[config.mk]
export PLATFORM = sky130hd
export DESIGN_NAME = shift_queue_with_index_read_and_sort
export DESIGN_NICKNAME = d
export VERILOG_FILES = /design/src/sv/sq_pkg.sv /design/src/sv/shift_queue_with_index_read_and_sort.sv /design/src/sv/sq_cell.sv
export SDC_FILE = /design/constraint.sdc
export NUM_CORES = 2
export LEC_CHECK = 0
export ABC_AREA = 1
export BUFFER_PORTS_ARGS = -buffer_cell sky130_fd_sc_hd__buf_2
export CAP_MARGIN = 10
export CORE_MARGIN = 3
export CORE_UTILIZATION = 60
export CTS_CLUSTER_SIZE = 12
export DETAILED_ROUTE_END_ITERATION = 12
export PLACE_DENSITY = 0.77
export SYNTH_ARGS = -nofsm -noshare
export SYNTH_HDL_FRONTEND = slang
export SYNTH_SLANG_ARGS = --single-unit
[constraint.sdc]
create_clock -name clk -period 2.85 [get_ports clk]
set_input_delay 0.4275 -clock clk [delete_from_list [all_inputs] [get_ports clk]]
set_output_delay 0.4275 -clock clk [all_outputs]
set_load 0.1 [all_outputs]
[src/sv/sq_pkg.sv]
// Shared types and codes for the shift queue with index read and sort.
// No dependencies; imported by sq_cell and the top level.
package sq_pkg;

	localparam int VAL_W = 31;

	localparam logic [1:0] OP_INSERT = 2'd0;
	localparam logic [1:0] OP_REMOVE = 2'd1;
	localparam logic [1:0] OP_READ   = 2'd2;
	localparam logic [1:0] OP_SORT   = 2'd3;

	localparam logic [2:0] ST_OK       = 3'd0;
	localparam logic [2:0] ST_FULL     = 3'd1;
	localparam logic [2:0] ST_EMPTY    = 3'd2;
	localparam logic [2:0] ST_NOTFULL  = 3'd3;
	localparam logic [2:0] ST_NOTFOUND = 3'd4;

	localparam logic [1:0] CM_HOLD  = 2'd0;
	localparam logic [1:0] CM_LOAD  = 2'd1;
	localparam logic [1:0] CM_SHIFT = 2'd2;
	localparam logic [1:0] CM_SORT  = 2'd3;

	typedef struct packed {
		logic [1:0]       opcode;
		logic [VAL_W-1:0] value;
		logic [7:0]       index;
	} req_t;

	typedef struct packed {
		logic [2:0]       status;
		logic [VAL_W-1:0] read_value;
		logic             is_empty;
		logic             is_full;
	} rsp_t;

	typedef struct packed {
		logic [1:0]       mode;
		logic [VAL_W-1:0] ins_val;
	} cell_cmd_t;

endpackage

[src/sv/shift_queue_with_index_read_and_sort.sv]
// Top level: row of sq_cell slots, fill count, sequencer and response register.
// Depends on sq_pkg and sq_cell.
//
//   channel | valid     | stall     | payload
//   request | req_valid | req_stall | req (req_t: opcode, value, index)
//   result  | rsp_valid | rsp_stall | rsp (rsp_t: status, read_value, flags)
//
// Insert, remove, and any beat answered without touching the row: no sequencer pass.
// Read within depth: the row rotates once past slot 0.
// Sort of a full queue: DEPTH odd-even compare-swap passes over the row.
// Reset clears every slot and the fill count; no clearing pass.
// A result waits in the output register; a new beat is taken while it drains.
module shift_queue_with_index_read_and_sort #(
	parameter int DEPTH = 16
) (
	input  logic          clk,
	input  logic          arst_n,
	input  logic          req_valid,
	output logic          req_stall,
	input  sq_pkg::req_t  req,
	output logic          rsp_valid,
	input  logic          rsp_stall,
	output sq_pkg::rsp_t  rsp
);
	import sq_pkg::*;

	localparam int CW = $clog2(DEPTH);
	localparam int FW = $clog2(DEPTH + 1);
	localparam logic [FW-1:0] FULL_CNT = FW'(DEPTH);

	logic [VAL_W-1:0] slot_val [DEPTH];
	logic [VAL_W-1:0] wrap_val;
	cell_cmd_t        cmd;

	logic [FW-1:0]    fill_q, fill_d;
	logic             busy_q;
	logic [1:0]       op_q;
	logic [CW-1:0]    cnt_q;
	logic [CW-1:0]    idx_q;
	logic [VAL_W-1:0] rd_q;
	logic             rsp_valid_q;
	rsp_t             rsp_q;

	logic             accept;
	logic             is_full, is_empty;
	logic             idx_out;
	logic             last_pass;
	logic             hit;
	logic [VAL_W-1:0] rd_now;
	logic             imm_done;
	rsp_t             imm_rsp;
	logic             start;

	assign req_stall = busy_q | (rsp_valid_q & rsp_stall);
	assign accept    = req_valid & ~req_stall;
	assign is_full   = (fill_q == FULL_CNT);
	assign is_empty  = (fill_q == '0);
	assign idx_out   = ({1'b0, req.index} >= 9'(DEPTH));
	assign last_pass = (cnt_q == CW'(DEPTH - 1));
	assign hit       = (cnt_q == idx_q);
	assign rd_now    = hit ? slot_val[0] : rd_q;
	assign wrap_val  = (busy_q && op_q == OP_READ) ? slot_val[0] : '0;

	always_comb begin
		cmd.mode    = CM_HOLD;
		cmd.ins_val = req.value;
		fill_d      = fill_q;
		imm_done    = 1'b0;
		start       = 1'b0;
		imm_rsp     = '0;
		if (busy_q) begin
			cmd.mode = (op_q == OP_READ) ? CM_SHIFT : CM_SORT;
		end else if (accept) begin
			case (req.opcode)
				OP_INSERT: begin
					imm_done = 1'b1;
					if (is_full) begin
						imm_rsp.status = ST_FULL;
					end else if (req.value != '0) begin
						cmd.mode = CM_LOAD;
						fill_d   = fill_q + 1'b1;
					end
				end
				OP_REMOVE: begin
					imm_done = 1'b1;
					if (is_empty) begin
						imm_rsp.status = ST_EMPTY;
					end else begin
						cmd.mode = CM_SHIFT;
						fill_d   = fill_q - 1'b1;
					end
				end
				OP_READ: begin
					if (idx_out) begin
						imm_done       = 1'b1;
						imm_rsp.status = ST_NOTFOUND;
					end else begin
						start = 1'b1;
					end
				end
				default: begin
					if (!is_full) begin
						imm_done       = 1'b1;
						imm_rsp.status = ST_NOTFULL;
					end else begin
						start = 1'b1;
					end
				end
			endcase
		end
		imm_rsp.is_empty = (fill_d == '0);
		imm_rsp.is_full  = (fill_d == FULL_CNT);
	end

	for (genvar i = 0; i < DEPTH; i++) begin : g_cell
		localparam logic PAR = 1'(i % 2);
		logic             sel, pair_r, pair_l;
		logic [VAL_W-1:0] left_v, right_v;

		assign sel = (fill_q == FW'(i));
		if (i == 0) begin : g_head
			assign pair_l = 1'b0;
			assign left_v = '0;
		end else begin : g_mid_l
			assign pair_l = (cnt_q[0] != PAR);
			assign left_v = slot_val[i-1];
		end
		if (i == DEPTH - 1) begin : g_tail
			assign pair_r  = 1'b0;
			assign right_v = wrap_val;
		end else begin : g_mid_r
			assign pair_r  = (cnt_q[0] == PAR);
			assign right_v = slot_val[i+1];
		end

		sq_cell u_cell (
			.clk       (clk),
			.arst_n    (arst_n),
			.cmd       (cmd),
			.sel       (sel),
			.pair_r    (pair_r),
			.pair_l    (pair_l),
			.left_val  (left_v),
			.right_val (right_v),
			.val       (slot_val[i])
		);
	end

	always_ff @(posedge clk or negedge arst_n) begin
		if (!arst_n) begin
			fill_q      <= '0;
			busy_q      <= 1'b0;
			cnt_q       <= '0;
			rsp_valid_q <= 1'b0;
		end else begin
			fill_q <= fill_d;
			if (imm_done || (busy_q && last_pass)) rsp_valid_q <= 1'b1;
			else if (rsp_valid_q && !rsp_stall) rsp_valid_q <= 1'b0;
			if (start) begin
				busy_q <= 1'b1;
				cnt_q  <= '0;
			end else if (busy_q) begin
				cnt_q <= cnt_q + 1'b1;
				if (last_pass) busy_q <= 1'b0;
			end
		end
	end

	always_ff @(posedge clk) begin
		if (start) begin
			op_q  <= req.opcode;
			idx_q <= req.index[CW-1:0];
			rd_q  <= '0;
		end else if (busy_q && hit) begin
			rd_q <= slot_val[0];
		end
		if (imm_done) begin
			rsp_q <= imm_rsp;
		end else if (busy_q && last_pass) begin
			rsp_q.is_empty <= is_empty;
			rsp_q.is_full  <= is_full;
			if (op_q == OP_READ) begin
				rsp_q.status     <= (rd_now == '0) ? ST_NOTFOUND : ST_OK;
				rsp_q.read_value <= rd_now;
			end else begin
				rsp_q.status     <= ST_OK;
				rsp_q.read_value <= '0;
			end
		end
	end

	assign rsp_valid = rsp_valid_q;
	assign rsp       = rsp_q;

endmodule

[src/sv/sq_cell.sv]
// One slot of the queue: loads, shifts towards the head, or compare-swaps
// with a neighbour. Depends on sq_pkg.
module sq_cell (
	input  logic                    clk,
	input  logic                    arst_n,
	input  sq_pkg::cell_cmd_t       cmd,
	input  logic                    sel,
	input  logic                    pair_r,
	input  logic                    pair_l,
	input  logic [sq_pkg::VAL_W-1:0] left_val,
	input  logic [sq_pkg::VAL_W-1:0] right_val,
	output logic [sq_pkg::VAL_W-1:0] val
);
	import sq_pkg::*;

	logic [VAL_W-1:0] val_q;
	logic [VAL_W-1:0] val_d;

	always_comb begin
		val_d = val_q;
		case (cmd.mode)
			CM_LOAD: begin
				if (sel) val_d = cmd.ins_val;
			end
			CM_SHIFT: val_d = right_val;
			CM_SORT: begin
				if (pair_r && (val_q > right_val)) val_d = right_val;
				else if (pair_l && (left_val > val_q)) val_d = left_val;
			end
			default: val_d = val_q;
		endcase
	end

	always_ff @(posedge clk or negedge arst_n) begin
		if (!arst_n) val_q <= '0;
		else val_q <= val_d;
	end

	assign val = val_q;

endmodule
* Word-level counts from Yosys, hierarchy flattened
Cells that the tools add are included.
W data, S select, Z words.
** Cells by class
- Bitwise logic cells :: 5
- $mul :: 0
- Magnitude comparators :: 16
- Eq/ne operators :: 57
- Reduce and logical (&&, ||, !) cells :: 47
- Muxes and demuxes :: 105
- Divide/modulo/power cells :: 0
- Shifts and indexed selects :: 0
- Add/subtract/negate cells :: 3
** Operators with widths (count)
- $mux W31 :: 48
- $pmux W31 S3 :: 16
- $gt A31 B31 Y1 :: 15
- $mux W36 :: 2
- $reduce_and A3 Y1 :: 16
- $ne A3 B1 Y1 const B :: 14
- $eq A5 B4 Y1 const B :: 8
- $mux W34 :: 1
- $ne A2 B2 Y1 const B :: 16
- $logic_not A31 Y1 :: 1
- $reduce_bool A31 Y1 :: 1
- $mux W5 :: 5
- $eq A5 B3 Y1 const B :: 4
- $logic_and A1 B1 Y1 :: 19
- $mux W1 :: 17
- $mux W3 :: 4
- $eq A5 B2 Y1 const B :: 2
- $eq A5 B5 Y1 const B :: 2
- $logic_not A5 Y1 :: 2
- $mux W2 :: 5
- $pmux W5 S2 :: 1
- $pmux W3 S3 :: 1
- $eq A2 B2 Y1 const B :: 4
- $ge A8 B5 Y1 const B :: 1
- 20 further kinds :: 28
** Storage, ports and cells
- Bits in read-only memories :: 0
- Word-level logic and storage cells :: 260
- Output and inout bits :: 38
- Flip-flop bits (word level) :: 580
- Memories :: 0
- Latch bits :: 0
- Bits in writable memories :: 0

* Depth between registers and ports, before layout
- Depth after elaboration :: 9
- Mapped depth :: 18
- Mapped depth without buffers :: 17

* Modules after synthesis
Synthesis repeated with hierarchy kept, for this count alone.
** Unflattened totals
- Cells, all modules :: 10884
- Area total of the unflattened synthesis :: 67999.0 um^2
** Modules (own cells, without submodules)
- sq_cell :: seq. area each 775.7 um^2, cells each 641, area each 3977.6 um^2, instances 16
- shift_queue_with_index_read_and_sort :: seq. area each 1846.8 um^2, cells each 628, area each 4357.9 um^2, instances 1

* Least setup slack after synthesis
OpenSTA, ideal clock, no wires.
- Path type :: flip-flop to flip-flop
- From :: register rsp_valid_q, in the netlist rsp_valid
- To :: register g_cell[13].u_cell.val_q[21]
- Setup slack :: 109 ps
- Stages on the path, launching flop included :: 15
- Arrival time :: 2624 ps
- Path through :: dfrtp_1 > nand2_1 > nand2_4 > nor2_4 > inv_2 > nor2_4 > nor2_8 > inv_2 > buf_4 > buf_2 > buf_2 > nand3_1 > nand3_1 > nand2_1 > nand2_1
** On the way
- Word-level cells in the longest chain between the ends :: 9
** Ends and longest elaborated chain
- start, declared :: line shift_queue_with_index_read_and_sort.sv:41 : logic rsp_valid_q;
- start signal, assigned :: line shift_queue_with_index_read_and_sort.sv:154 : rsp_valid_q <= 1'b0;
- start signal, assigned :: line shift_queue_with_index_read_and_sort.sv:157 : if (imm_done || (busy_q && last_pass)) rsp_valid_q <= 1'b1;
- start signal, assigned :: line shift_queue_with_index_read_and_sort.sv:158 : else if (rsp_valid_q && !rsp_stall) rsp_valid_q <= 1'b0;
- $and A1 B1 Y1 (*) :: line shift_queue_with_index_read_and_sort.sv:54 : assign req_stall = busy_q | (rsp_valid_q & rsp_stall);
- $or A1 B1 Y1 (*) :: line shift_queue_with_index_read_and_sort.sv:54
- named net req_stall :: line shift_queue_with_index_read_and_sort.sv:19 : output logic req_stall,
- $not A1 Y1 (*) :: line shift_queue_with_index_read_and_sort.sv:55 : assign accept = req_valid & ~req_stall;
- $and A1 B1 Y1 (*) :: line shift_queue_with_index_read_and_sort.sv:55
- $mux W2 (*) :: line shift_queue_with_index_read_and_sort.sv:73 : end else if (accept) begin
- $mux W2 (*) :: line shift_queue_with_index_read_and_sort.sv:71 : if (busy_q) begin
- $eq A2 B2 Y1 or $eq A2 B1 Y1 (tied branches) :: line sq_cell.sv:21 : case (cmd.mode)
- $ne A3 B1 Y1 (no source line) (tied with other cells)
- $reduce_and A3 Y1 (no source line)
- end signal, assigned :: line sq_cell.sv:36 : else val_q <= val_d;
- end, declared :: line sq_cell.sv:16 : logic [VAL_W-1:0] val_q;
Mark *: on every way through the listed nets, which the timed path passes. The rest lies on a longest branch.
A chain may end at the register's enable or synchronous reset.

* Worst setup path after layout
- From :: register g_cell[9].u_cell.val_q[29]
- To :: register g_cell[9].u_cell.val_q[28]
** On the way
- Word-level cells in the longest chain between the ends :: 4
** Ends and longest elaborated chain (line)
- start, declared :: sq_cell.sv:16
- start signal, assigned :: sq_cell.sv:36
- $gt A31 B31 Y1 (on tied branches) :: sq_cell.sv:28, sq_cell.sv:27
- $logic_and A1 B1 Y1 (on tied branches) :: sq_cell.sv:28, sq_cell.sv:27
- $ne A3 B1 Y1 (no source line) or $mux W31 (tied branches)
- $reduce_and A3 Y1 (no source line) or $pmux W31 S3 (tied branches)
Several ways; a longest one is shown, not always the timed one.

==> results.sh <==
export IMPL_wl_per_cell_um=22.9
export IMPL_clk_pin_slew_ps=60
export IMPL_fin_skew_ps=32.3
export IMPL_clkPwrFrac=0.131
export IMPL_core_um2=80900
export IMPL_clock_latency_ps=660
export IMPL_ys_ff_latch=580
export IMPL_synth_edf_count=11
export IMPL_p_int_w=0.0326
export IMPL_wl_um=205000
export IMPL_synth_warnings=0
export IMPL_placed_cells=8844
export IMPL_first_pass_iters=9
export IMPL_drv_cap=0
export IMPL_critPathKind="reg -> reg"
export IMPL_min_delay_start="rsp_stall"
export IMPL_syn_mean_instance_area_um2=6.34
export IMPL_die_h_um=293
export IMPL_initial_core_util=0.609
export IMPL_h_tree_depth=3
export IMPL_synth_area_leaders="dfrtp_1 26%, nand2_1 22%, nand3_1 19%, ha_1 12%, inv_1 6.6%"
export IMPL_cts_buffers=75
export IMPL_ys_flop_type="dfrtp_1"
export IMPL_worst_path_max_delay_cell="dfrtp_1"
export IMPL_p_total_w=0.0745
export IMPL_pwr_share_comb=0.657
export IMPL_grt_usage=0.470
export IMPL_rsz0062_at_grt="true"
export IMPL_r2r_start="g_cell[9].u_cell.val[29]"
export IMPL_cts_sinks=580
export IMPL_crit_chain="inv_1, ha_1, nand4_1, inv_1, nand3_1, nor2_1, nand2_1, nand2_1, nand2_1, buf_12, nand3_1, nand2_2, inv_2, buf_12, nand2_1, nand2_1"
export IMPL_row_count=104
export IMPL_setup_viol=0
export IMPL_setup_slack_ps=5.82
export IMPL_nets=8386
export IMPL_io_pins=83
export IMPL_required_ps=3410
export IMPL_drc=0
export IMPL_overflow=0
export IMPL_status="finished clean"
export IMPL_synth_area_um2=49300
export IMPL_syn_nets=8298
export IMPL_synthArstFlopShare=0.874
export IMPL_place_hpwl_um=147000
export IMPL_p_sw_w=0.0418
export IMPL_cts_root_buf="clkbuf_16"
export IMPL_cpMostUsedCell="nand2_1"
export IMPL_reg2reg_depth=16
export IMPL_antenna_found_initial=12
export IMPL_path_depth=16
export IMPL_holdPathStages=3
export IMPL_peakVddDrop_mv=0.783
export IMPL_slowest_delay_ps=500
export IMPL_synth_distinct_cells=44
export IMPL_slew_violations=0
export IMPL_tightest_slew_ps=843
export IMPL_grt_pass1_wl_um=310000
export IMPL_clock_path_buffers=3
export IMPL_min_delay_worst_endpoint="rsp_valid"
export IMPL_final_min_period_over_clock_period=0.998
export IMPL_p_per_area_nw_per_um2=1360
export IMPL_critical_path_endpoint_type="register"
export IMPL_pwr_share_seq=0.212
export IMPL_dieArea_um2=85600
export IMPL_critPathLaunchType="register"
export IMPL_finalCriticalPeriod_ps=2840
export IMPL_critPathMaxFanout=23
export IMPL_dpl_worst_slack_ps=38.6
export IMPL_via_per_inst=6.15
export IMPL_gp_congestion=1.08
export IMPL_syn2layout_area_growth_pct=11.2
export IMPL_port_buffers=82
export IMPL_die_x_um=293
export IMPL_swShare=0.562
export IMPL_p_leak_nw=30.5
export IMPL_yosysTopAreaCell="dfrtp_1"
export IMPL_synth_top_area_frac=0.257
export IMPL_instances_no_fill=8990
export IMPL_cts_tree="done"
export IMPL_final_util=0.677
export IMPL_yosysSeqAreaShare=0.289
export IMPL_relSlewSlack=0.438
export IMPL_first_iter_violations=6947
export IMPL_hold_ws_ps=54.2
export IMPL_grt_pass1_vias=52300
export IMPL_drtAntennaViolNets=0
export IMPL_r2r_slack_ps=6
export IMPL_multi_input_area_um2=29500
export IMPL_ff_latch_area_um2=14300
export IMPL_finalHoldViolCount=0
export IMPL_fill_cells=7455
export IMPL_r2r_end="g_cell[9].u_cell.val[28]"
export IMPL_cp_top_family="simple AND/OR/NAND/NOR gates"
export IMPL_arrival_ps=3400
export IMPL_synth_cells=7781
export IMPL_num_vias=55300
export IMPL_crit_buf_inv=5
export IMPL_hp_class="in -> reg"
export IMPL_drive_above_1_share=0.0820
export IMPL_clock_fmax_mhz=352
export IMPL_grt_max_degree=138
-- state kept, by name, indices dropped and copies added, names as in the netlist --
signal,flops
rsp_valid,1
g_cell.u_cell.val,496
cnt_q,4
fill_q,5
rsp,36
idx_q,4
op_q,2
busy_q,1
rd_q,31
-- what timing repair did --
item / CTS / global route
setup buffers: 0 / 2
endpoints found under the hold margin: 37 / 0
gates resized for setup: 0 / 40
hold buffers: 5 / 0
setup endpoints to repair: 0 / 352
-- synthesized netlist by cell type, types with 2 or more instances --
cell      number
a21o_1        29
a21oi_1      205
a22o_1        18
and3_1         2
buf_1          7
buf_2        190
buf_4         36
buf_6         32
buf_8          2
clkbuf_1     174
dfrtp_1      507
dfxtp_1       62
edfxtp_1      11
ha_1         472
inv_1        868
inv_2         22
nand2_1     2898
nand2_2       12
nand2_4        3
nand3_1     1828
nand3_2        2
nand4_1       34
nor2_1       203
nor2_4         3
nor2_8         2
nor3_1        12
o21a_1         4
o21ai_0      119
xor2_1         9
-- power by group through the flow --
stage	combinational (W)	sequential, W	clock (W)
6_report	0.0489	0.0158	0.00978
5_1_grt	0.0535	0.0161	0.0101
4_1_cts	0.0467	0.0155	0.00982
3_5_place_dp	0.0464	0.0156	0
3_3_place_gp	0.0454	0.0156	0
2_1_floorplan	0.0304	0.0145	0
-- tightest hold or removal path, stage by stage --
cell and delay (ps):
buf_2 80, nand2_1 80, nand2_1 80
-- layout make-up --
| cell class | count | share of cell area |
|---|---|---|
| Antenna cell | 4 | 0.000183 |
| Clock buffer | 113 | 0.0412 |
| Clock inverter | 21 | 0.00356 |
| Inverter | 892 | 0.0614 |
| Multi-Input combinational cell | 5868 | 0.538 |
| Sequential cell | 580 | 0.260 |
| Tap cell | 1060 | 0.0242 |
| Timing Repair Buffer | 452 | 0.0714 |
-- metrics by stage --
stage | area (um^2) | TNS (ps)
2_1_floorplan | 49300 | 0
4_1_cts | 54700 | 0
5_1_grt | 54800 | -57.6
3_3_place_gp | 52200 | 0
6_report | 54800 | 0
3_5_place_dp | 52200 | 0
-- worst max path at each step --
stage / startpoint / to / slack (ps)
2_1_floorplan: rsp_valid / g_cell[13].u_cell.val[21] / 110
3_3_place_gp: g_cell[9].u_cell.val[30] / g_cell[8].u_cell.val[14] / 90
3_5_place_dp: g_cell[8].u_cell.val[21] / g_cell[7].u_cell.val[5] / 40
6_report: g_cell[9].u_cell.val[29] / g_cell[9].u_cell.val[28] / 6
4_1_cts: g_cell[8].u_cell.val[21] / g_cell[8].u_cell.val[26] / 30
5_1_grt: g_cell[10].u_cell.val[9] / g_cell[9].u_cell.val[7] / -20
-- placed cells by master, fill, tap and decap left out, types with 5 or more instances in the layout --
cell type      netlist  final
edfxtp_1            11     11
nor3_1              12     12
nand2_2             12     15
a21oi_2              1     12
o21ai_0            119    119
nand4_1             34     34
clkinv_2             0     12
clkbuf_1           174     15
inv_1              868    862
inv_4                1      6
nand2_1           2898   2893
nor2_1             203    196
buf_4               36    303
buf_12               0     50
a21oi_1            205    194
a21o_1              29     29
nor2_2               1      8
clkbuf_8             0     22
nand3_1           1828   1827
dfxtp_1             62     62
inv_2               22     24
xor2_1               9      9
a22o_1              18     18
ha_1               472    472
dfrtp_1            507    503
clkbuf_16            0     77
buf_6               32      9
buf_2              190     81
dlygate4sd3_1        0      5
-- metal layers --
metal,part of all wire,track usage,up-vias,wire length [um]
li1,-,-,25200,-
met1,0.36,0.561,25600,73100
met2,0.43,0.708,3496,87900
met3,0.13,0.157,937,25800
met4,0.091,0.346,6,18600
met5,0.00012,0,-,24
-- cells by family after synthesis --
group	count (synthesis)	share of synthesized area
xor+xnor	9	0.00160
simple gates	5005	0.433
compound gates	382	0.0422
buf+inv	1333	0.114
fa+ha+maj	472	0.120
flops	580	0.289
Power figures use the tool's default switching activity.
